## src/owbm_pkg.sv

```systemverilog
// Package with shared types, codes and timing constants of the one-wire bus master.
`timescale 1ns / 1ps

package owbm_pkg;

    localparam int BUFFER_BYTES_DEF = 12;

    // Slot and pulse timing in microseconds.
    localparam logic [8:0] T_RESET_US      = 9'd489;
    localparam logic [8:0] T_PRESENCE_US   = 9'd90;
    localparam logic [8:0] T_CLEAR_US      = 9'd399;
    localparam logic [8:0] T_READ_SAMPLE_US = 9'd5;
    localparam logic [8:0] T_SLOT_LOW_US   = 9'd60;
    localparam logic [8:0] T_SLOT_US       = 9'd80;
    localparam logic [8:0] T_SLOT_TAIL_US  = 9'd20;

    localparam logic [1:0] SEARCH_BITS_BOTH = 2'h3;

    typedef enum logic [2:0] {
        ACT_TIMER  = 3'd0,
        ACT_RESET  = 3'd1,
        ACT_READ   = 3'd2,
        ACT_WRITE  = 3'd3,
        ACT_SEARCH = 3'd4,
        ACT_STORE  = 3'd5,
        ACT_FETCH  = 3'd6
    } action_t;

    typedef enum logic [2:0] {
        PH_IDLE   = 3'd0,
        PH_RST    = 3'd1,
        PH_PRES   = 3'd2,
        PH_CLR    = 3'd3,
        PH_READ   = 3'd4,
        PH_WRITE  = 3'd5,
        PH_SEARCH = 3'd6
    } phase_t;

    typedef enum logic [1:0] {
        BP_OK      = 2'd0,
        BP_ERR     = 2'd1,
        BP_SAMPLE  = 2'd2,
        BP_SLOTEND = 2'd3
    } bit_phase_t;

    typedef enum logic [1:0] {
        PW_NONE = 2'd0,
        PW_REQ  = 2'd1,
        PW_KEEP = 2'd2
    } power_t;

    typedef enum logic [1:0] {
        DRIVE_REL  = 2'd0,
        DRIVE_LOW  = 2'd1,
        DRIVE_HIGH = 2'd2
    } drive_t;

    typedef enum logic [3:0] {
        R_BUSY   = 4'd0,
        R_ERROR  = 4'd1,
        R_BUSF0  = 4'd2,
        R_BUSF1  = 4'd3,
        R_BUSF3  = 4'd4,
        R_NOPRES = 4'd5,
        R_PRESOK = 4'd6,
        R_RDFAIL = 4'd7,
        R_WRFAIL = 4'd8,
        R_RDOK   = 4'd9,
        R_WROK   = 4'd10,
        R_S00    = 4'd11,
        R_S0     = 4'd12,
        R_S1     = 4'd13,
        R_S11    = 4'd14
    } resp_t;

    typedef struct packed {
        logic [2:0] action;
        logic       bus_low;
        logic [6:0] bit_count;
        logic       strong_power;
        logic       search_direction;
        logic [3:0] byte_index;
        logic [7:0] byte_value;
    } cmd_t;

    typedef struct packed {
        logic [1:0] bus_drive;
        logic [8:0] timeout_us;
        logic [3:0] response;
        logic [7:0] read_byte;
        logic       last;
    } rsp_t;

    // Results of one request: the pull-low item comes first when dual is set.
    typedef struct packed {
        logic dual;
        rsp_t first;
        rsp_t second;
    } step_out_t;

endpackage

```

## src/owbm_if.sv

```systemverilog
// Handshake channels for requests and results of the one-wire bus master.
`timescale 1ns / 1ps

interface owbm_cmd_if;
    logic             valid;
    logic             ready;
    owbm_pkg::cmd_t   data;

    modport source (output valid, output data, input ready);
    modport sink   (input valid, input data, output ready);
endinterface

interface owbm_rsp_if;
    logic             valid;
    logic             ready;
    owbm_pkg::rsp_t   data;

    modport source (output valid, output data, input ready);
    modport sink   (input valid, input data, output ready);
endinterface

```

## src/owbm_core.sv

```systemverilog
// Sequencer state, bit buffer and single-pass step logic of the one-wire bus master.
`timescale 1ns / 1ps

module owbm_core #(
    parameter int BUFFER_BYTES = owbm_pkg::BUFFER_BYTES_DEF
) (
    input  logic                  clk,
    input  logic                  rst_n,
    input  logic                  step_en,
    input  owbm_pkg::cmd_t        item,
    output owbm_pkg::step_out_t   result
);

    localparam int BYTE_W   = $clog2(BUFFER_BYTES);
    localparam int ADDR_W   = (BYTE_W > 4) ? BYTE_W : 4;
    localparam int MAX_BITS = 8 * BUFFER_BYTES;

    owbm_pkg::phase_t     phase_reg, phase_next;
    owbm_pkg::bit_phase_t bitph_reg, bitph_next;
    owbm_pkg::power_t     power_reg, power_next;
    owbm_pkg::drive_t     drive_reg, drive_next;
    owbm_pkg::resp_t      resp_reg, resp_next;
    logic [6:0]           bit_index_reg, bit_index_next;
    logic [6:0]           bits_total_reg, bits_total_next;
    logic [7:0]           buf_reg [BUFFER_BYTES];

    owbm_pkg::action_t    action;
    logic [6:0]           bi_inc;
    logic [7:0]           bi_inc_wide;
    logic [6:0]           clamped;
    logic [ADDR_W-1:0]    rd_addr;
    logic [2:0]           rd_bit;
    logic [7:0]           rd_byte;
    logic                 rd_bitval;
    logic [7:0]           put_byte;
    logic                 wr_en;
    logic [ADDR_W-1:0]    wr_addr;
    logic [7:0]           wr_data;
    logic [8:0]           tmo;
    logic [7:0]           rb;
    logic                 dual;
    logic                 dir;
    logic [1:0]           sbits;

    assign action      = owbm_pkg::action_t'(item.action);
    assign bi_inc      = bit_index_reg + 7'd1;
    assign bi_inc_wide = {1'b0, bi_inc} + 8'd1;
    assign clamped     = (32'(item.bit_count) > MAX_BITS) ? 7'(MAX_BITS) : item.bit_count;
    assign sbits       = buf_reg[0][1:0];

    // One buffer read per request: the byte under the bit being sampled or sent,
    // or the byte addressed by a fetch.
    always_comb
    begin
        rd_addr = ADDR_W'(bit_index_reg[6:3]);
        rd_bit  = bit_index_reg[2:0];
        if (action == owbm_pkg::ACT_FETCH)
        begin
            rd_addr = ADDR_W'(item.byte_index);
            rd_bit  = 3'd0;
        end
        else if (action == owbm_pkg::ACT_WRITE)
        begin
            rd_addr = '0;
            rd_bit  = 3'd0;
        end
        else if (action == owbm_pkg::ACT_TIMER && phase_reg == owbm_pkg::PH_WRITE)
        begin
            rd_addr = ADDR_W'(bi_inc[6:3]);
            rd_bit  = bi_inc[2:0];
        end
        rd_byte = (32'(rd_addr) < 32'(BUFFER_BYTES)) ? buf_reg[rd_addr[BYTE_W-1:0]] : 8'd0;
        rd_bitval = rd_byte[rd_bit];
        put_byte = rd_byte;
        put_byte[rd_bit] = ~item.bus_low;
    end

    always_comb
    begin
        phase_next      = phase_reg;
        bitph_next      = bitph_reg;
        power_next      = power_reg;
        drive_next      = drive_reg;
        resp_next       = resp_reg;
        bit_index_next  = bit_index_reg;
        bits_total_next = bits_total_reg;
        tmo             = 9'd0;
        rb              = 8'd0;
        dual            = 1'b0;
        wr_en           = 1'b0;
        wr_addr         = rd_addr;
        wr_data         = put_byte;
        dir             = 1'b0;

        case (action)
            owbm_pkg::ACT_TIMER:
            begin
                case (phase_reg)
                    owbm_pkg::PH_RST:
                    begin
                        drive_next = owbm_pkg::DRIVE_REL;
                        if (!item.bus_low)
                        begin
                            resp_next  = owbm_pkg::R_BUSF1;
                            phase_next = owbm_pkg::PH_IDLE;
                        end
                        else
                        begin
                            tmo        = owbm_pkg::T_PRESENCE_US;
                            phase_next = owbm_pkg::PH_PRES;
                        end
                    end
                    owbm_pkg::PH_PRES:
                    begin
                        if (item.bus_low)
                        begin
                            phase_next = owbm_pkg::PH_CLR;
                            tmo        = owbm_pkg::T_CLEAR_US;
                        end
                        else
                        begin
                            resp_next  = owbm_pkg::R_NOPRES;
                            phase_next = owbm_pkg::PH_IDLE;
                        end
                    end
                    owbm_pkg::PH_CLR:
                    begin
                        resp_next  = item.bus_low ? owbm_pkg::R_BUSF3 : owbm_pkg::R_PRESOK;
                        phase_next = owbm_pkg::PH_IDLE;
                    end
                    owbm_pkg::PH_READ:
                    begin
                        if (bitph_reg == owbm_pkg::BP_SAMPLE)
                        begin
                            wr_en      = 1'b1;
                            bitph_next = owbm_pkg::BP_SLOTEND;
                            tmo        = owbm_pkg::T_SLOT_LOW_US;
                        end
                        else if (bitph_reg == owbm_pkg::BP_SLOTEND)
                        begin
                            bit_index_next = bi_inc;
                            if (bi_inc >= bits_total_reg)
                            begin
                                bitph_next = owbm_pkg::BP_OK;
                                resp_next  = owbm_pkg::R_RDOK;
                                phase_next = owbm_pkg::PH_IDLE;
                            end
                            else
                            begin
                                dual       = 1'b1;
                                drive_next = owbm_pkg::DRIVE_REL;
                                tmo        = owbm_pkg::T_READ_SAMPLE_US;
                                bitph_next = owbm_pkg::BP_SAMPLE;
                            end
                        end
                        else
                        begin
                            bitph_next = owbm_pkg::BP_ERR;
                            resp_next  = owbm_pkg::R_RDFAIL;
                            drive_next = owbm_pkg::DRIVE_REL;
                            phase_next = owbm_pkg::PH_IDLE;
                        end
                    end
                    owbm_pkg::PH_WRITE:
                    begin
                        if (bitph_reg == owbm_pkg::BP_SAMPLE)
                        begin
                            tmo        = owbm_pkg::T_SLOT_TAIL_US;
                            bitph_next = owbm_pkg::BP_SLOTEND;
                            if (power_reg == owbm_pkg::PW_KEEP)
                            begin
                                drive_next = owbm_pkg::DRIVE_HIGH;
                                power_next = owbm_pkg::PW_NONE;
                            end
                            else
                            begin
                                drive_next = owbm_pkg::DRIVE_REL;
                            end
                        end
                        else if (bitph_reg == owbm_pkg::BP_SLOTEND)
                        begin
                            bit_index_next = bi_inc;
                            if (bi_inc >= bits_total_reg)
                            begin
                                bitph_next = owbm_pkg::BP_OK;
                                resp_next  = owbm_pkg::R_WROK;
                                phase_next = owbm_pkg::PH_IDLE;
                            end
                            else
                            begin
                                // The strong pull-up is armed only when the next bit is the final one.
                                if (power_reg == owbm_pkg::PW_REQ
                                    && bi_inc_wide == {1'b0, bits_total_reg})
                                begin
                                    power_next = owbm_pkg::PW_KEEP;
                                end
                                if (rd_bitval)
                                begin
                                    dual       = 1'b1;
                                    bitph_next = owbm_pkg::BP_SLOTEND;
                                    tmo        = owbm_pkg::T_SLOT_US;
                                    if (power_next == owbm_pkg::PW_KEEP)
                                    begin
                                        drive_next = owbm_pkg::DRIVE_HIGH;
                                        power_next = owbm_pkg::PW_NONE;
                                    end
                                    else
                                    begin
                                        drive_next = owbm_pkg::DRIVE_REL;
                                    end
                                end
                                else
                                begin
                                    drive_next = owbm_pkg::DRIVE_LOW;
                                    bitph_next = owbm_pkg::BP_SAMPLE;
                                    tmo        = owbm_pkg::T_SLOT_LOW_US;
                                end
                            end
                        end
                        else
                        begin
                            bitph_next = owbm_pkg::BP_ERR;
                            resp_next  = owbm_pkg::R_WRFAIL;
                            drive_next = owbm_pkg::DRIVE_REL;
                            phase_next = owbm_pkg::PH_IDLE;
                        end
                    end
                    owbm_pkg::PH_SEARCH:
                    begin
                        if (bit_index_reg < 7'd2)
                        begin
                            if (bitph_reg == owbm_pkg::BP_SAMPLE)
                            begin
                                wr_en      = 1'b1;
                                bitph_next = owbm_pkg::BP_SLOTEND;
                                tmo        = owbm_pkg::T_SLOT_LOW_US;
                            end
                            else if (bitph_reg == owbm_pkg::BP_SLOTEND)
                            begin
                                bitph_next     = owbm_pkg::BP_OK;
                                bit_index_next = bi_inc;
                                if (bi_inc == 7'd2)
                                begin
                                    if (sbits == owbm_pkg::SEARCH_BITS_BOTH)
                                    begin
                                        resp_next  = owbm_pkg::R_S11;
                                        phase_next = owbm_pkg::PH_IDLE;
                                    end
                                    else
                                    begin
                                        // Both bits zero means a discrepancy: take the
                                        // requested direction.
                                        dir     = (sbits != 2'd0) ? (sbits == 2'd1)
                                                                  : (buf_reg[1] != 8'd0);
                                        wr_en   = 1'b1;
                                        wr_addr = '0;
                                        wr_data = {buf_reg[0][7:3], dir, buf_reg[0][1:0]};
                                        if (dir)
                                        begin
                                            dual       = 1'b1;
                                            bitph_next = owbm_pkg::BP_SLOTEND;
                                            tmo        = owbm_pkg::T_SLOT_US;
                                            if (power_reg == owbm_pkg::PW_KEEP)
                                            begin
                                                drive_next = owbm_pkg::DRIVE_HIGH;
                                                power_next = owbm_pkg::PW_NONE;
                                            end
                                            else
                                            begin
                                                drive_next = owbm_pkg::DRIVE_REL;
                                            end
                                        end
                                        else
                                        begin
                                            drive_next = owbm_pkg::DRIVE_LOW;
                                            bitph_next = owbm_pkg::BP_SAMPLE;
                                            tmo        = owbm_pkg::T_SLOT_LOW_US;
                                        end
                                    end
                                end
                                else
                                begin
                                    dual       = 1'b1;
                                    drive_next = owbm_pkg::DRIVE_REL;
                                    tmo        = owbm_pkg::T_READ_SAMPLE_US;
                                    bitph_next = owbm_pkg::BP_SAMPLE;
                                end
                            end
                            else
                            begin
                                bitph_next = owbm_pkg::BP_ERR;
                                resp_next  = owbm_pkg::R_RDFAIL;
                                drive_next = owbm_pkg::DRIVE_REL;
                                phase_next = owbm_pkg::PH_IDLE;
                            end
                        end
                        else if (bit_index_reg == 7'd2)
                        begin
                            if (bitph_reg == owbm_pkg::BP_SAMPLE)
                            begin
                                tmo        = owbm_pkg::T_SLOT_TAIL_US;
                                bitph_next = owbm_pkg::BP_SLOTEND;
                                if (power_reg == owbm_pkg::PW_KEEP)
                                begin
                                    drive_next = owbm_pkg::DRIVE_HIGH;
                                    power_next = owbm_pkg::PW_NONE;
                                end
                                else
                                begin
                                    drive_next = owbm_pkg::DRIVE_REL;
                                end
                            end
                            else if (bitph_reg == owbm_pkg::BP_SLOTEND)
                            begin
                                bitph_next = owbm_pkg::BP_OK;
                                phase_next = owbm_pkg::PH_IDLE;
                                case (sbits)
                                    2'd0:    resp_next = owbm_pkg::R_S00;
                                    2'd1:    resp_next = owbm_pkg::R_S0;
                                    2'd2:    resp_next = owbm_pkg::R_S1;
                                    default: resp_next = owbm_pkg::R_S11;
                                endcase
                            end
                            else
                            begin
                                // The bus is left as it is on this error path.
                                bitph_next = owbm_pkg::BP_ERR;
                                resp_next  = owbm_pkg::R_WRFAIL;
                                phase_next = owbm_pkg::PH_IDLE;
                            end
                        end
                    end
                    default:
                    begin
                    end
                endcase
            end
            owbm_pkg::ACT_RESET:
            begin
                if (phase_reg != owbm_pkg::PH_IDLE)
                begin
                    resp_next = owbm_pkg::R_ERROR;
                end
                else if (item.bus_low)
                begin
                    resp_next  = owbm_pkg::R_BUSF0;
                    drive_next = owbm_pkg::DRIVE_REL;
                end
                else
                begin
                    resp_next  = owbm_pkg::R_BUSY;
                    tmo        = owbm_pkg::T_RESET_US;
                    drive_next = owbm_pkg::DRIVE_LOW;
                    phase_next = owbm_pkg::PH_RST;
                end
            end
            owbm_pkg::ACT_READ, owbm_pkg::ACT_SEARCH:
            begin
                if (phase_reg != owbm_pkg::PH_IDLE)
                begin
                    resp_next = owbm_pkg::R_ERROR;
                end
                else
                begin
                    resp_next      = owbm_pkg::R_BUSY;
                    bit_index_next = 7'd0;
                    dual           = 1'b1;
                    drive_next     = owbm_pkg::DRIVE_REL;
                    tmo            = owbm_pkg::T_READ_SAMPLE_US;
                    bitph_next     = owbm_pkg::BP_SAMPLE;
                    if (action == owbm_pkg::ACT_READ)
                    begin
                        bits_total_next = clamped;
                        phase_next      = owbm_pkg::PH_READ;
                    end
                    else
                    begin
                        // Search direction is parked in buffer byte one.
                        wr_en      = 1'b1;
                        wr_addr    = ADDR_W'(1);
                        wr_data    = {7'd0, item.search_direction};
                        phase_next = owbm_pkg::PH_SEARCH;
                    end
                end
            end
            owbm_pkg::ACT_WRITE:
            begin
                if (phase_reg != owbm_pkg::PH_IDLE)
                begin
                    resp_next = owbm_pkg::R_ERROR;
                end
                else
                begin
                    resp_next       = owbm_pkg::R_BUSY;
                    bits_total_next = clamped;
                    bit_index_next  = 7'd0;
                    phase_next      = owbm_pkg::PH_WRITE;
                    power_next      = item.strong_power ? owbm_pkg::PW_REQ : owbm_pkg::PW_NONE;
                    if (rd_bitval)
                    begin
                        dual       = 1'b1;
                        drive_next = owbm_pkg::DRIVE_REL;
                        bitph_next = owbm_pkg::BP_SLOTEND;
                        tmo        = owbm_pkg::T_SLOT_US;
                    end
                    else
                    begin
                        drive_next = owbm_pkg::DRIVE_LOW;
                        bitph_next = owbm_pkg::BP_SAMPLE;
                        tmo        = owbm_pkg::T_SLOT_LOW_US;
                    end
                end
            end
            owbm_pkg::ACT_STORE:
            begin
                wr_en   = 1'b1;
                wr_addr = ADDR_W'(item.byte_index);
                wr_data = item.byte_value;
            end
            owbm_pkg::ACT_FETCH:
            begin
                rb = rd_byte;
            end
            default:
            begin
            end
        endcase
    end

    always_ff @(posedge clk or negedge rst_n)
    begin
        if (!rst_n)
        begin
            phase_reg      <= owbm_pkg::PH_IDLE;
            bitph_reg      <= owbm_pkg::BP_OK;
            power_reg      <= owbm_pkg::PW_NONE;
            drive_reg      <= owbm_pkg::DRIVE_REL;
            resp_reg       <= owbm_pkg::R_BUSY;
            bit_index_reg  <= 7'd0;
            bits_total_reg <= 7'd0;
            for (int i = 0; i < BUFFER_BYTES; i++)
            begin
                buf_reg[i] <= 8'd0;
            end
        end
        else if (step_en)
        begin
            phase_reg      <= phase_next;
            bitph_reg      <= bitph_next;
            power_reg      <= power_next;
            drive_reg      <= drive_next;
            resp_reg       <= resp_next;
            bit_index_reg  <= bit_index_next;
            bits_total_reg <= bits_total_next;
            if (wr_en && (32'(wr_addr) < 32'(BUFFER_BYTES)))
            begin
                buf_reg[wr_addr[BYTE_W-1:0]] <= wr_data;
            end
        end
    end

    always_comb
    begin
        result.dual              = dual;
        result.first.bus_drive   = owbm_pkg::DRIVE_LOW;
        result.first.timeout_us  = 9'd0;
        result.first.response    = resp_next;
        result.first.read_byte   = 8'd0;
        result.first.last        = 1'b0;
        result.second.bus_drive  = drive_next;
        result.second.timeout_us = tmo;
        result.second.response   = resp_next;
        result.second.read_byte  = rb;
        result.second.last       = 1'b1;
    end

endmodule

```

## src/one_wire_bus_master_top.sv

```systemverilog
// Top level of the one-wire bus master: request register, sequencer and result registers.
// An accepted request waits in the request register; the edge that steps the sequencer also
// loads its first result into the result register.
// One request per cycle while the result register is free; a request that opens a read or
// write-one slot gives two results, and the next request waits behind the second result.
// Reset clears the sequencer to idle, the bit buffer to zero and the bus drive to release.
`timescale 1ns / 1ps

module one_wire_bus_master_top #(
    parameter int BUFFER_BYTES = owbm_pkg::BUFFER_BYTES_DEF
) (
    input logic        clk,
    input logic        rst_n,
    owbm_cmd_if.sink   cmd,
    owbm_rsp_if.source rsp
);

    logic                s1_valid_reg;
    owbm_pkg::cmd_t      s1_data_reg;
    logic                out_valid_reg;
    owbm_pkg::rsp_t      out_data_reg;
    logic                hold_valid_reg;
    owbm_pkg::rsp_t      hold_data_reg;
    logic                out_free;
    logic                advance;
    owbm_pkg::step_out_t step;

    assign out_free  = !out_valid_reg || rsp.ready;
    assign advance   = s1_valid_reg && !hold_valid_reg && out_free;
    assign cmd.ready = !s1_valid_reg || advance;
    assign rsp.valid = out_valid_reg;
    assign rsp.data  = out_data_reg;

    owbm_core #(
        .BUFFER_BYTES (BUFFER_BYTES)
    ) u_core (
        .clk     (clk),
        .rst_n   (rst_n),
        .step_en (advance),
        .item    (s1_data_reg),
        .result  (step)
    );

    always_ff @(posedge clk or negedge rst_n)
    begin
        if (!rst_n)
        begin
            s1_valid_reg <= 1'b0;
        end
        else if (cmd.ready)
        begin
            s1_valid_reg <= cmd.valid;
        end
    end

    always_ff @(posedge clk)
    begin
        if (cmd.ready)
        begin
            s1_data_reg <= cmd.data;
        end
    end

    always_ff @(posedge clk or negedge rst_n)
    begin
        if (!rst_n)
        begin
            out_valid_reg  <= 1'b0;
            hold_valid_reg <= 1'b0;
        end
        else if (out_free)
        begin
            if (hold_valid_reg)
            begin
                out_valid_reg  <= 1'b1;
                hold_valid_reg <= 1'b0;
            end
            else
            begin
                out_valid_reg  <= advance;
                hold_valid_reg <= advance && step.dual;
            end
        end
    end

    always_ff @(posedge clk)
    begin
        if (out_free)
        begin
            if (hold_valid_reg)
            begin
                out_data_reg <= hold_data_reg;
            end
            else if (advance)
            begin
                out_data_reg  <= step.dual ? step.first : step.second;
                hold_data_reg <= step.second;
            end
        end
    end

    // The second result of a pair never stands without the first ahead of it.
    assert property (@(posedge clk) disable iff (!rst_n)
        hold_valid_reg |-> out_valid_reg)
        else $error("second result held without a first result on the output");

    // A first result that is not the last one always has its partner held behind it.
    assert property (@(posedge clk) disable iff (!rst_n)
        (out_valid_reg && !out_data_reg.last) |-> hold_valid_reg)
        else $error("first result of a pair shown without its partner");

    // A request that steps the sequencer shows a result in the next cycle.
    assert property (@(posedge clk) disable iff (!rst_n)
        advance |=> out_valid_reg)
        else $error("request processed but no result presented");

endmodule
```

## src/flat_wrapper.sv

```systemverilog
// flat-port wrapper written by rule: the top's interface ports become plain ports
module one_wire_bus_master_top_flat 
#(
    parameter int BUFFER_BYTES = owbm_pkg::BUFFER_BYTES_DEF
)
  (clk, rst_n, cmd_valid, cmd_data, cmd_ready, rsp_valid, rsp_data, rsp_ready);
  owbm_cmd_if cmd_i ();
  owbm_rsp_if rsp_i ();
  input logic clk;
  input logic rst_n;
  input wire logic [$bits(cmd_i.valid)-1:0] cmd_valid;
  input wire logic [$bits(cmd_i.data)-1:0] cmd_data;
  output wire logic [$bits(cmd_i.ready)-1:0] cmd_ready;
  output wire logic [$bits(rsp_i.valid)-1:0] rsp_valid;
  output wire logic [$bits(rsp_i.data)-1:0] rsp_data;
  input wire logic [$bits(rsp_i.ready)-1:0] rsp_ready;
  assign cmd_i.valid = cmd_valid;
  assign cmd_i.data = cmd_data;
  assign cmd_ready = cmd_i.ready;
  assign rsp_valid = rsp_i.valid;
  assign rsp_data = rsp_i.data;
  assign rsp_i.ready = rsp_ready;
  one_wire_bus_master_top #(.BUFFER_BYTES(BUFFER_BYTES)) u_core (.clk(clk), .rst_n(rst_n), .cmd(cmd_i), .rsp(rsp_i));
endmodule
```

## config.mk

```make
export PLATFORM = sky130hd
export DESIGN_NAME = one_wire_bus_master_top_flat
export DESIGN_NICKNAME = d
export VERILOG_FILES = /design/src/owbm_pkg.sv /design/src/owbm_if.sv /design/src/owbm_core.sv /design/src/one_wire_bus_master_top.sv /design/src/flat_wrapper.sv
export SDC_FILE = /design/constraint.sdc
export NUM_CORES = 1
export LEC_CHECK = 0
export ABC_AREA = 1
export BUFFER_PORTS_ARGS = -buffer_cell sky130_fd_sc_hd__buf_2
export CAP_MARGIN = 20
export CORE_MARGIN = 1
export CORE_UTILIZATION = 44
export DETAILED_ROUTE_END_ITERATION = 16
export SLEW_MARGIN = 20
export SYNTH_ARGS = -nofsm -noshare
export SYNTH_HDL_FRONTEND = slang
export SYNTH_SLANG_ARGS = --single-unit
```

## constraint.sdc

```tcl
create_clock -name clk -period 3.85 [get_ports clk]
set_clock_uncertainty 0.05 [all_clocks]
set_input_delay 0.5775 -clock clk [delete_from_list [all_inputs] [get_ports clk]]
set_output_delay 0.5775 -clock clk [all_outputs]
set_load 0.1 [all_outputs]
```

After elaboration in Yosys (flattened, before gate mapping)
Cells that the tools add are included.
- bits in registers: 198
- output and inout bits: 26
- $add $sub $neg: 2
- $lt $le $gt $ge: 10
- eq/ne operators: 48
- mux-type cells: 214
- bitwise gates (word level): 4
- reductions and logical operators: 35
- operator list (kind ; count):
    $mux 2 ; 62
    $mux 4 ; 27
    $mux 7 ; 15
    $mux 8 ; 13
    $bwmux 96 ; 1
    $mux 24 ; 3
    $mux 9 ; 8
    $mux 3 ; 20
    $pmux 9 s5 ; 1
    $pmux 7 s2 ; 3
    $pmux 9 s4 ; 1
    $mux 1 ; 35
    $bmux 8 s4 ; 1
    $demux 8 s4 ; 1
    $ne 4x4->1 const B ; 8
    $reduce_and 13->1 ; 2
    $pmux 4 s3 ; 2
    $pmux 4 s6 ; 1
    $pmux 8 s3 ; 1
    $eq 3x3->1 const B ; 6
    $pmux 2 s4 ; 2
    $pmux 3 s5 ; 1
    $eq 7x2->1 const B ; 2
    $eq 2x2->1 const B ; 6
    other kinds (51) ; 91

Logic depth before layout (Yosys ltp)
Gate-level depths: netlist (run 1).
- word-level depth: 21
- depth in mapped cells: 25
- mapped depth without buffers: 24

By module
From an unflattened synthesis (run 1), not the netlist that was laid out.
- cells, all modules: 1454
- area, all modules: 11720.0 um^2
- by module, submodules not included (module ; instances ; cells an instance ; area each (um^2)):
    owbm_core ; 1 ; 1182 ; 8589.5
    one_wire_bus_master_top ; 1 ; 272 ; 3130.5

Least setup slack after synthesis (run 1)
OpenSTA, ideal clock, no wires.
- path kind: reg2out
- start point: reg u_core.out_valid_reg (netlist: u_core.rsp.valid)
- end point: out cmd_ready
- arrival time: 3.703 ns
- path slack: -0.481 ns
- stages on the path, launching flop included: 6
- path through: dfrtp_1 -> inv_1 -> nor2_1 -> nor3_2 -> inv_1 -> nand2_1
- word-level cells in the longest chain between the ends: 4
- ends and longest elaborated chain (item ; RTL line ; RTL):
    start, declared ; one_wire_bus_master_top.sv:20 ; logic out_valid_reg;
    start signal, assigned ; one_wire_bus_master_top.sv:80 ; out_valid_reg <= advance;
    $logic_not 1->1 ; one_wire_bus_master_top.sv:28 ; assign out_free = !out_valid_reg || rsp.ready;
    $logic_or 1x1->1 ; one_wire_bus_master_top.sv:28 ;
    $logic_and 1x1->1 ; one_wire_bus_master_top.sv:29 ; assign advance = s1_valid_reg && !hold_valid_reg && out_free;
    $logic_or 1x1->1 ; one_wire_bus_master_top.sv:30 ; assign cmd.ready = !s1_valid_reg || advance;
    end, declared ; flat_wrapper.sv:13 ; output wire logic [$bits(cmd_i.ready)-1:0] cmd_ready;
No other way between the ends.

==> results of run 1 <==
## path summary, 6_finish.rpt
check	start	to	slack, ns
worst max-delay path	u_core.u_core.bit_index_reg[1]	u_core.rsp.data[9]	0.30
worst min-delay path	rst_n	u_core.u_core.bits_total_reg[3]	0.02
worst max register to register	u_core.u_core.bit_index_reg[1]	u_core.rsp.data[9]	0.30
worst min register to register	u_core.u_core.buf_reg[41]	u_core.u_core.buf_reg[41]	0.44
max in group asynchronous	rst_n	u_core.u_core.buf_reg[8]	2.85
min in group clk	cmd_data[15]	u_core.s1_data_reg[15]	0.25
## power groups by stage
stage | clock, µW | sequential [µW] | combinational (µW)
floorplan | 0 | 3750 | 3390
detailed placement | 0 | 3300 | 5690
global route | 2000 | 3340 | 6320
CTS | 1930 | 3260 | 5700
global placement | 0 | 3300 | 5680
finish | 1890 | 3270 | 5830
## logic make-up (layout without fill, tap and decap cells)
| family | count (synthesis) | after routing | synth area share |
|---|---|---|---|
| XOR/XNOR | 9 | 9 | 0.008423 |
| flip-flops | 196 | 196 | 0.4717 |
| buffers and inverters | 178 | 262 | 0.07098 |
| adder cells (fa/ha/maj) | 17 | 17 | 0.01909 |
| AND/OR/NAND/NOR | 676 | 676 | 0.2772 |
| AO/OA/AOI/OAI | 246 | 246 | 0.1526 |
## worst register-to-register path: stages, from the launching register on
cell	delay [ns]
dfrtp_2	0.45
ha_1	0.23
nand4_1	0.13
xor2_2	0.36
inv_1	0.15
ha_1	0.32
nand2_1	0.07
nor2_1	0.12
a211oi_1	0.06
and3_4	0.21
nand2_1	0.13
nand2_1	0.13
nand2_1	0.12
nand2_1	0.11
o21ai_2	0.15
o2111ai_2	0.14
a21oi_2	0.17
a21oi_1	0.08
nand2_1	0.10
nand2_1	0.06
## layer usage
metal,part of all wire,vias up,global-route usage
li1,-,4632,-
met1,0.49,4627,0.3966
met2,0.43,304,0.3848
met3,0.057,35,0.03441
met4,0.018,0,0.07290
met5,0,-,0
## synthesized netlist by cell type, drive strengths merged (4+ instances only)
cell	instances	area [µm²]
xor2	8	85.08
nand2	382	1567
nor2	85	391.6
ha	17	212.7
dfrtp	126	3153
a31oi	10	62.56
nand3	167	858.3
a211oi	5	37.54
o211ai	10	88.83
nand4	12	75.07
o22ai	22	165.2
inv	124	465.4
edfxtp	70	2102
a21oi	41	220.2
nor4	4	25.02
buf	37	260.3
clkbuf	14	52.55
o21ai	134	914.6
nor3	23	152.7
## per-stage QoR
stage	instance area, µm²	TNS, ns
after global placement	11940	-0.04817
after detailed placement	11940	0
final	12630	0
after global routing	12630	-0.0004192
after CTS	12560	0
after floorplan	11150	0
## timing repair
action / CTS / global route
hold buffers: 0 / 0
gates resized for setup: 0 / 9
setup buffers: 0 / 5
endpoints found under the setup margin: 0 / 32
## cell type report
class,count,area share
clock buffer,18,0.03567
clock inverter,14,0.01358
sequential,196,0.4163
inverter,127,0.03785
tap,324,0.03210
timing repair buffer,103,0.05519
multi-input combinational,948,0.4093
==> results.cfg, run 1 <==
[run_status]
status = complete, no violations

[power_and_ir_drop]
internal_power_uw = 5427
power_switching_uw = 5564
seq_power_share = 0.297
p_leak_uw = 0.005676
swShare = 0.5062
p_total_uw = 10990
power.share.clock = 0.172
combPwrFrac = 0.531
ir_worst_vdd_mv = 0.5120
power_density_nw_per_um2 = 870.4

[sta]
finalHoldViolCount = 0
finalCritPeriodShare = 0.9229
whs_ns = 0.02002
worst-slew-pin-transition_ns = 0.8511
period_minus_slack_ns = 3.553
setup_viol = 0
finalMaxSlewViolations = 0
slew_headroom = 0.4319
fmaxAchievable_mhz = 281.4
setup_slack_ns = 0.2968

[placed_design]
numPortBuffers = 54
place_inst = 1693
dp_hpwl_um = 24140
pre_cts_ws_ns = 0.07026
gp_congestion = 0.9476

[clock_network]
cts_buffer_depth = 2
clk_pin_slew_ns = 0.09
cts_max_level = 4
worstSkewPairLatency_ns = 0.44
cts_tree = built
clock-sinks = 196
cts-root-buf = clkbuf_16
numCtsBuffers = 17

[synth]
syn_area_per_cell_um2 = 8.427
yosysWarningCount = 0
synthArstFlopShare = 0.6429
synth_area_um2 = 11140
synth_edf_count = 70
synthFlopType = dfrtp_1
syn-num-nets = 1368
synthCells = 1322
ys_ff_latch = 196
ys_types = 57
ys_seq_area_frac = 0.4717

[floorplan]
coreArea_um2 = 24600
dieArea_um2 = 25960
ios = 55
die_x_um = 161.1
initial_core_util = 0.4528
rows = 57
die_h_um = 161.1

[setup_path]
crit_chain = ha_1 > nand4_1 > xor2_2 > inv_1 > ha_1 > nand2_1 > nor2_1 > a211oi_1 > and3_4 > nand2_1 > nand2_1 > nand2_1 > nand2_1 > o21ai_2 > o2111ai_2 > a21oi_2 > a21oi_1 > nand2_1 > nand2_1
worstSetupPathType = reg -> reg
required_ns = 4.00
startpoint_type = flip-flop
r2r_cells = 19
critPathBufInv = 1
cp_slowest_cell = dfrtp_2
critPathArrivalTime_ns = 3.70
cpPeakStageDelay_ns = 0.45
cp_top_family = simple AND/OR/NAND/NOR gates
path_depth = 19
cp-end-kind = flip-flop
cp_max_fo = 5
cpMostUsedCell = nand2_1

[layout]
utilization = 0.5132
layout_commonest_cell = nand2_1
final_cells = 1730
num_antenna_cells = 0
seqCellArea_um2 = 5256
drive_above_1_share = 0.2112
area_growth_pct = 13.34
nFillCells = 2365
layout_common_cells = 343 x nand2_1, 164 x nand3_1, 125 x dfrtp_1
multi_input_area_um2 = 5169
largest_reg_flops = 96
nNetsFinal = 1439

[grt]
grt_pass1_vias = 9091
antenna_found_initial = 0
grt_pass1_wl_um = 52070
grtUsageTotal = 0.2602
grt_max_degree = 65
overflow = 0

[drt]
wl_per_cell_um = 19.09
postRouteAntennaNets = 0
viasPerCell = 5.548
dr.pass1.iters = 6
vias = 9598
wl_um = 33030
drtIter0Drc = 790
drc = 0

[hold_path]
hold_class = in -> async

[job]
drv_cap = 0
Power figures use the tool's default switching activity.
==> inputs of run 2 (changes only) <==
--- a/config.mk
+++ b/config.mk
@@ -11,6 +11,7 @@
 export CORE_MARGIN = 1
 export CORE_UTILIZATION = 44
 export DETAILED_ROUTE_END_ITERATION = 16
+export RECOVER_POWER = 50
 export SLEW_MARGIN = 20
 export SYNTH_ARGS = -nofsm -noshare
 export SYNTH_HDL_FRONTEND = slang
==> run 2 against run 1 <==
  * The run now ends with capacitance limit, slew limit left
  * Via count fell by 0.28%
  * Utilization fell by 0.30 points
  * Count of clock-buffer cells in the layout did not move
  * Setup slack got worse by 0.0069 ns
  * Register-to-register slack barely moved
  * Sequential power barely moved
  * Maximum frequency fell by 0.19%
  * Flip-flop and latch count did not move
  * Die area did not move
  * Worst hold slack improved by 0.23 ns
  * Non-clock buffer count did not move
  * Clock power barely moved
==> results.cfg, run 2 (same netlist as run 1, synthesis figures left out) <==
[run_status]
status = complete, but fails checks
violations = capacitance limit, slew limit

[layout]
area_growth_pct = 12.68
largest_reg_flops = 96
layout_common_cells = 344 x nand2_1, 164 x nand3_1, 125 x dfrtp_1
nFillCells = 2398
drive_above_1_share = 0.1885
utilization = 0.5102
layout_commonest_cell = nand2_1
final_cells = 1730
nNetsFinal = 1439
num_antenna_cells = 0

[grt]
grtUsageTotal = 0.2602
antenna_found_initial = 0
grt_pass1_vias = 9091
grt_max_degree = 65
overflow = 0
grt_pass1_wl_um = 52070

[power_and_ir_drop]
power_density_nw_per_um2 = 872.9
p_leak_uw = 0.005575
ir_worst_vdd_mv = 0.4860

[setup_path]
critPathArrivalTime_ns = 3.71
worstSetupPathType = reg -> reg
required_ns = 4.00
startpoint_type = flip-flop
cp-end-kind = flip-flop
cp_max_fo = 5

[drt]
viasPerCell = 5.532
vias = 9571
wl_per_cell_um = 19.11
drtIter0Drc = 869
wl_um = 33060
drc = 0
dr.pass1.iters = 5
postRouteAntennaNets = 0

[job]
drv_cap = 3

[sta]
setup_slack_ns = 0.2900
worst-slew-pin-transition_ns = 1.804
whs_ns = 0.2514
slew_headroom = -0.2028
fmaxAchievable_mhz = 280.9
period_minus_slack_ns = 3.560
finalCritPeriodShare = 0.9247
finalHoldViolCount = 0
finalMaxSlewViolations = 119
setup_viol = 0

[hold_path]
hold_class = in -> reg

[clock_network]
cts_buffer_depth = 2
cts_max_level = 4
cts_tree = built
cts-root-buf = clkbuf_16
clock-sinks = 196
worstSkewPairLatency_ns = 0.44
clk_pin_slew_ns = 0.09
numCtsBuffers = 17

[floorplan]
rows = 57
dieArea_um2 = 25960
ios = 55
coreArea_um2 = 24600
die_h_um = 161.1
die_x_um = 161.1
initial_core_util = 0.4528

[placed_design]
pre_cts_ws_ns = 0.07026
gp_congestion = 0.9476
dp_hpwl_um = 24140
numPortBuffers = 54
place_inst = 1693
[run 2: worst paths after layout]
| check | start | end | slack [ns] | cells after the start |
|---|---|---|---|---|
| max | u_core.u_core.bit_index_reg[1] | u_core.rsp.data[9] | 0.29 | 19 |
| max reg2reg | u_core.u_core.bit_index_reg[1] | u_core.rsp.data[9] | 0.29 | 19 |
| min | cmd_data[15] | u_core.s1_data_reg[15] | 0.25 | 1 |
| max in group asynchronous | rst_n | u_core.u_core.buf_reg[63] | 0.86 | 2 |
| min in group asynchronous | rst_n | u_core.u_core.bits_total_reg[3] | 0.54 | 1 |
| min reg2reg | u_core.u_core.buf_reg[41] | u_core.u_core.buf_reg[41] | 0.44 | 2 |
[run 2: power breakdown]
group | leakage, µW | switching, µW | total (µW) | internal [µW]
Clock | 0.000300 | 965 | 1890 | 927
Sequential | 0.00240 | 430 | 3280 | 2850
Combinational | 0.00288 | 4160 | 5790 | 1630
[run 2: final cells by class]
cell class	count	area (µm²)	area share
Sequential cell	196	5256	0.4187
Multi-Input combinational cell	948	5155	0.4106
Timing Repair Buffer	103	636.9	0.05073
Inverter	127	478.0	0.03807
Clock buffer	18	450.4	0.03588
Tap cell	324	405.4	0.03229
Clock inverter	14	171.4	0.01365
[run 2: what timing repair did]
item                                    in CTS  in global routing
hold buffers                                 0                  0
endpoints found under the hold margin        0                  0
setup buffers                                0                  5
endpoints found under the setup margin       0                 32
gates resized for setup                      0                  9
[run 2: per-layer routing]
layer | track usage | wire (µm) | vias to the layer above
li1 | - | - | 4638
met2 | 0.3848 | 14450 | 300
met1 | 0.3966 | 16190 | 4602
met3 | 0.03441 | 1854 | 31
met5 | 0 | 0 | -
met4 | 0.07290 | 563 | 0
[run 2: critical path, cell delays in order (launching register included)]
cell	delay [ns]
dfrtp_2	0.44
ha_1	0.23
nand4_1	0.13
xor2_2	0.37
inv_1	0.15
ha_1	0.32
nand2_1	0.07
nor2_1	0.12
a211oi_1	0.06
and3_4	0.20
nand2_1	0.12
nand2_1	0.13
nand2_1	0.13
nand2_1	0.11
o21ai_2	0.14
o2111ai_2	0.14
a21oi_2	0.17
a21oi_1	0.08
nand2_1	0.10
nand2_1	0.07
[run 2: metrics by stage]
step	total power, µW	setup TNS [ns]	area, µm²
4_1_cts	10890	0	12560
5_1_grt	11630	-0.0004188	12550
3_3_place_gp	8978	-0.04817	11940
3_5_place_dp	8987	0	11940
6_report	10960	0	12550
2_1_floorplan	7145	0	11150
==> inputs of run 3 (changes only) <==
--- a/config.mk
+++ b/config.mk
@@ -11,8 +11,10 @@
 export CORE_MARGIN = 1
 export CORE_UTILIZATION = 44
 export DETAILED_ROUTE_END_ITERATION = 16
+export PLACE_DENSITY = 0.58
 export RECOVER_POWER = 50
 export SLEW_MARGIN = 20
 export SYNTH_ARGS = -nofsm -noshare
 export SYNTH_HDL_FRONTEND = slang
+export SYNTH_HIERARCHICAL = 1
 export SYNTH_SLANG_ARGS = --single-unit
==> run 3 against run 2 <==
  * The flow still finishes with violations (capacitance limit, slew limit)
  * Utilization fell by 0.52 points
  * Combinational power rose by 14%
  * Critical path type unchanged
  * Worst hold slack got worse by 0.0044 ns
  * Sequential share of layout area fell by 1.2 points
  * Synthesized area rose by 5.2%
  * Final area rose by 4.8%
==> results.cfg, run 3 <==
[synth]
ys_ff_latch = 199
yosysWarningCount = 6
syn_area_per_cell_um2 = 8.061
synthFlopType = dfrtp_1
netlist.area_leader.share = 0.2690
ys_types = 58
synthCells = 1454
synth_area_um2 = 11720
synth.most_common_cell = nand2_1
synth_xor_area_frac = 0.006619
ys_top_cells_by_area = dfrtp_1 27%, edfxtp_1 19%, nand2_1 11%, nand3_1 7.0%, inv_1 5.0%
synth_fa_ha_area_frac = 0.01815
synth_top_cell_by_area = dfrtp_1
synth.area.mux_share = 0.002562
synth_top_family_by_area = simple AND/OR/NAND/NOR gates
synth_common_cells = 356 x nand2_1, 164 x nand3_1, 156 x inv_1
synth_edf_count = 73
synth_compound_area_frac = 0.1304
synthArstFlopShare = 0.6332
ys_seq_area_frac = 0.4561
yosys.area_share.simple = 0.2778

[grt]
grtUsageTotal = 0.2528
grt_pass1_wl_um = 52450
overflow = 0
grt_pass1_vias = 9228
antenna_found_initial = 0
grt_max_degree = 64

[clock_network]
cts_tree = built
clk_pin_slew_ns = 0.08
cts-root-buf = clkbuf_16
numCtsBuffers = 17
cts_max_level = 4
cts_hold_buf = 0
clock-sinks = 199
worstSkewPairLatency_ns = 0.45
cts_buffer_depth = 2

[drt]
viasPerCell = 5.387
postRouteAntennaNets = 0
drc = 0
drtIter0Drc = 933
vias = 10166
wl_per_cell_um = 18.05
wl_um = 34050
dr.pass1.iters = 6

[placed_design]
gp_congestion = 0.9540
place_inst = 1839
pre_cts_ws_ns = 0.04603
numPortBuffers = 54
dp_hpwl_um = 24260

[layout]
final_cells = 1887
area_growth_pct = 12.28
nNetsFinal = 1584
nFillCells = 2547
layout_common_cells = 354 x nand2_1, 163 x nand3_1, 155 x inv_1
seqCellArea_um2 = 5348
drive_above_1_share = 0.1586
largest_reg_flops = 96
layout_commonest_cell = nand2_1
multi_input_area_um2 = 5264

[sta]
setup-tns-final_ns = 0
setup_viol = 0
slew_headroom = -0.1561
finalHoldViolCount = 0
setup_slack_ns = 0.2704
finalMaxSlewViolations = 91
finalCritPeriodShare = 0.9298
worst-slew-pin-transition_ns = 1.734
period_minus_slack_ns = 3.580
whs_ns = 0.2471
fmaxAchievable_mhz = 279.4

[floorplan]
coreArea_um2 = 26060
rows = 59
ios = 55
die_x_um = 165.2
initial_core_util = 0.4498
die_h_um = 165.2
dieArea_um2 = 27290

[setup_path]
required_ns = 4.00
worstSetupPathType = reg -> reg
startpoint_type = flip-flop
critPathArrivalTime_ns = 3.73
r2r_cells = 27
cp_max_fo = 12
cp-end-kind = flip-flop

[power_and_ir_drop]
power_density_nw_per_um2 = 898.9
p_leak_uw = 0.005891
ir_worst_vdd_mv = 0.6198

[job]
drv_cap = 2

[run_status]
violations = capacitance limit, slew limit
status = complete, but fails checks

[hold_path]
hold_class = in -> reg
hold_depth = 1
==> run 3: cell count changes after synthesis, sizes merged, moves of 12 or more <==
cell,delta
buf,+33
o21ai,-31
nor2,+46
a21oi,+12
o21a,+17
inv,+58
==> run 3: where the power goes <==
group / total [µW] / internal [µW] / leakage (µW) / switching (µW)
Combinational: 6580 / 1920 / 0.00325 / 4650
Sequential: 3400 / 2990 / 0.00235 / 406
Clock: 1850 / 882 / 0.000292 / 972
==> run 3: kinds of logic after synthesis <==
group                      after synthesis
muxes                                    3
buffers and inverters                  261
DFF                                    199
other                                    2
adders and majority gates               17
AOI/OAI and AO/OA                      248
and+or+nand+nor                        716
xor gates and xnor gates                 8
==> run 3: what timing repair did <==
| action | CTS | global route |
|---|---|---|
| endpoints found under the setup margin | 0 | 25 |
| resized for setup | 0 | 27 |
| hold endpoints to repair | 0 | 0 |
| buffers inserted | 0 | 10 |
==> run 3: critical path: stages (launching register included) <==
cell and delay [ns]:
dfrtp_1 0.40, inv_2 0.12, nand3_2 0.19, inv_2 0.12, nand2_2 0.10, nand2_2 0.09, nand3_4 0.16, nand2_8 0.17
buf_4 0.14, buf_4 0.10, nand2_1 0.04, o211ai_1 0.08, nand3_1 0.09, nand3_1 0.09, nand2_1 0.11, nand2_1 0.09
nand2_2 0.08, nor2_4 0.14, nand2_4 0.06, inv_1 0.06, nand2_1 0.06, o311ai_0 0.09, nand2_1 0.16, nand3_4 0.16
clkbuf_16 0.20, nand2_1 0.06, nand3_1 0.07, nand2_1 0.06
==> run 3: area by class of cell <==
class	instances	area share
diodes	1	0.0001902
clock inverters	15	0.01379
repair buffers	119	0.06066
inverters	185	0.05410
clock buffers	17	0.03233
multi-input cells	1015	0.4000
flip-flops and latches	199	0.4064
well taps	335	0.03185
repair inverters	1	0.0006656
==> run 3: worst paths after layout <==
| kind | from | endpoint | slack (ns) |
|---|---|---|---|
| setup reg to reg | u_core/u_core/phase_reg[1] | u_core/rsp.data[23] | 0.27 |
| hold reg to reg | u_core/u_core/buf_reg[71] | u_core/u_core/buf_reg[71] | 0.44 |
| min in group asynchronous | rst_n | u_core/u_core/bits_total_reg[3] | 0.53 |
| hold / removal | cmd_data[15] | u_core/s1_data_reg[15] | 0.25 |
| max in group asynchronous | rst_n | u_core/u_core/buf_reg[10] | 1.25 |
| setup / recovery | u_core/u_core/phase_reg[1] | u_core/rsp.data[23] | 0.27 |
==> run 3: layer usage <==
layer / wire length, µm / up-vias / GRT usage / share of wire
met5: 0 / - / 0 / 0
met4: 514 / 0 / 0.06756 / 0.015
met3: 1732 / 32 / 0.02498 / 0.051
met2: 15240 / 335 / 0.3836 / 0.45
met1: 16570 / 4848 / 0.3810 / 0.49
li1: - / 4951 / - / -
==> run 3: per-stage QoR <==
step / power (µW) / utilization / area [µm²]
floorplan: 7863 / - / 11790
global placement: 9683 / 0.4738 / 12350
detailed placement: 9708 / 0.4738 / 12350
CTS: 11600 / 0.4971 / 12950
global route: 12600 / 0.5049 / 13160
finish: 11830 / 0.5050 / 13160
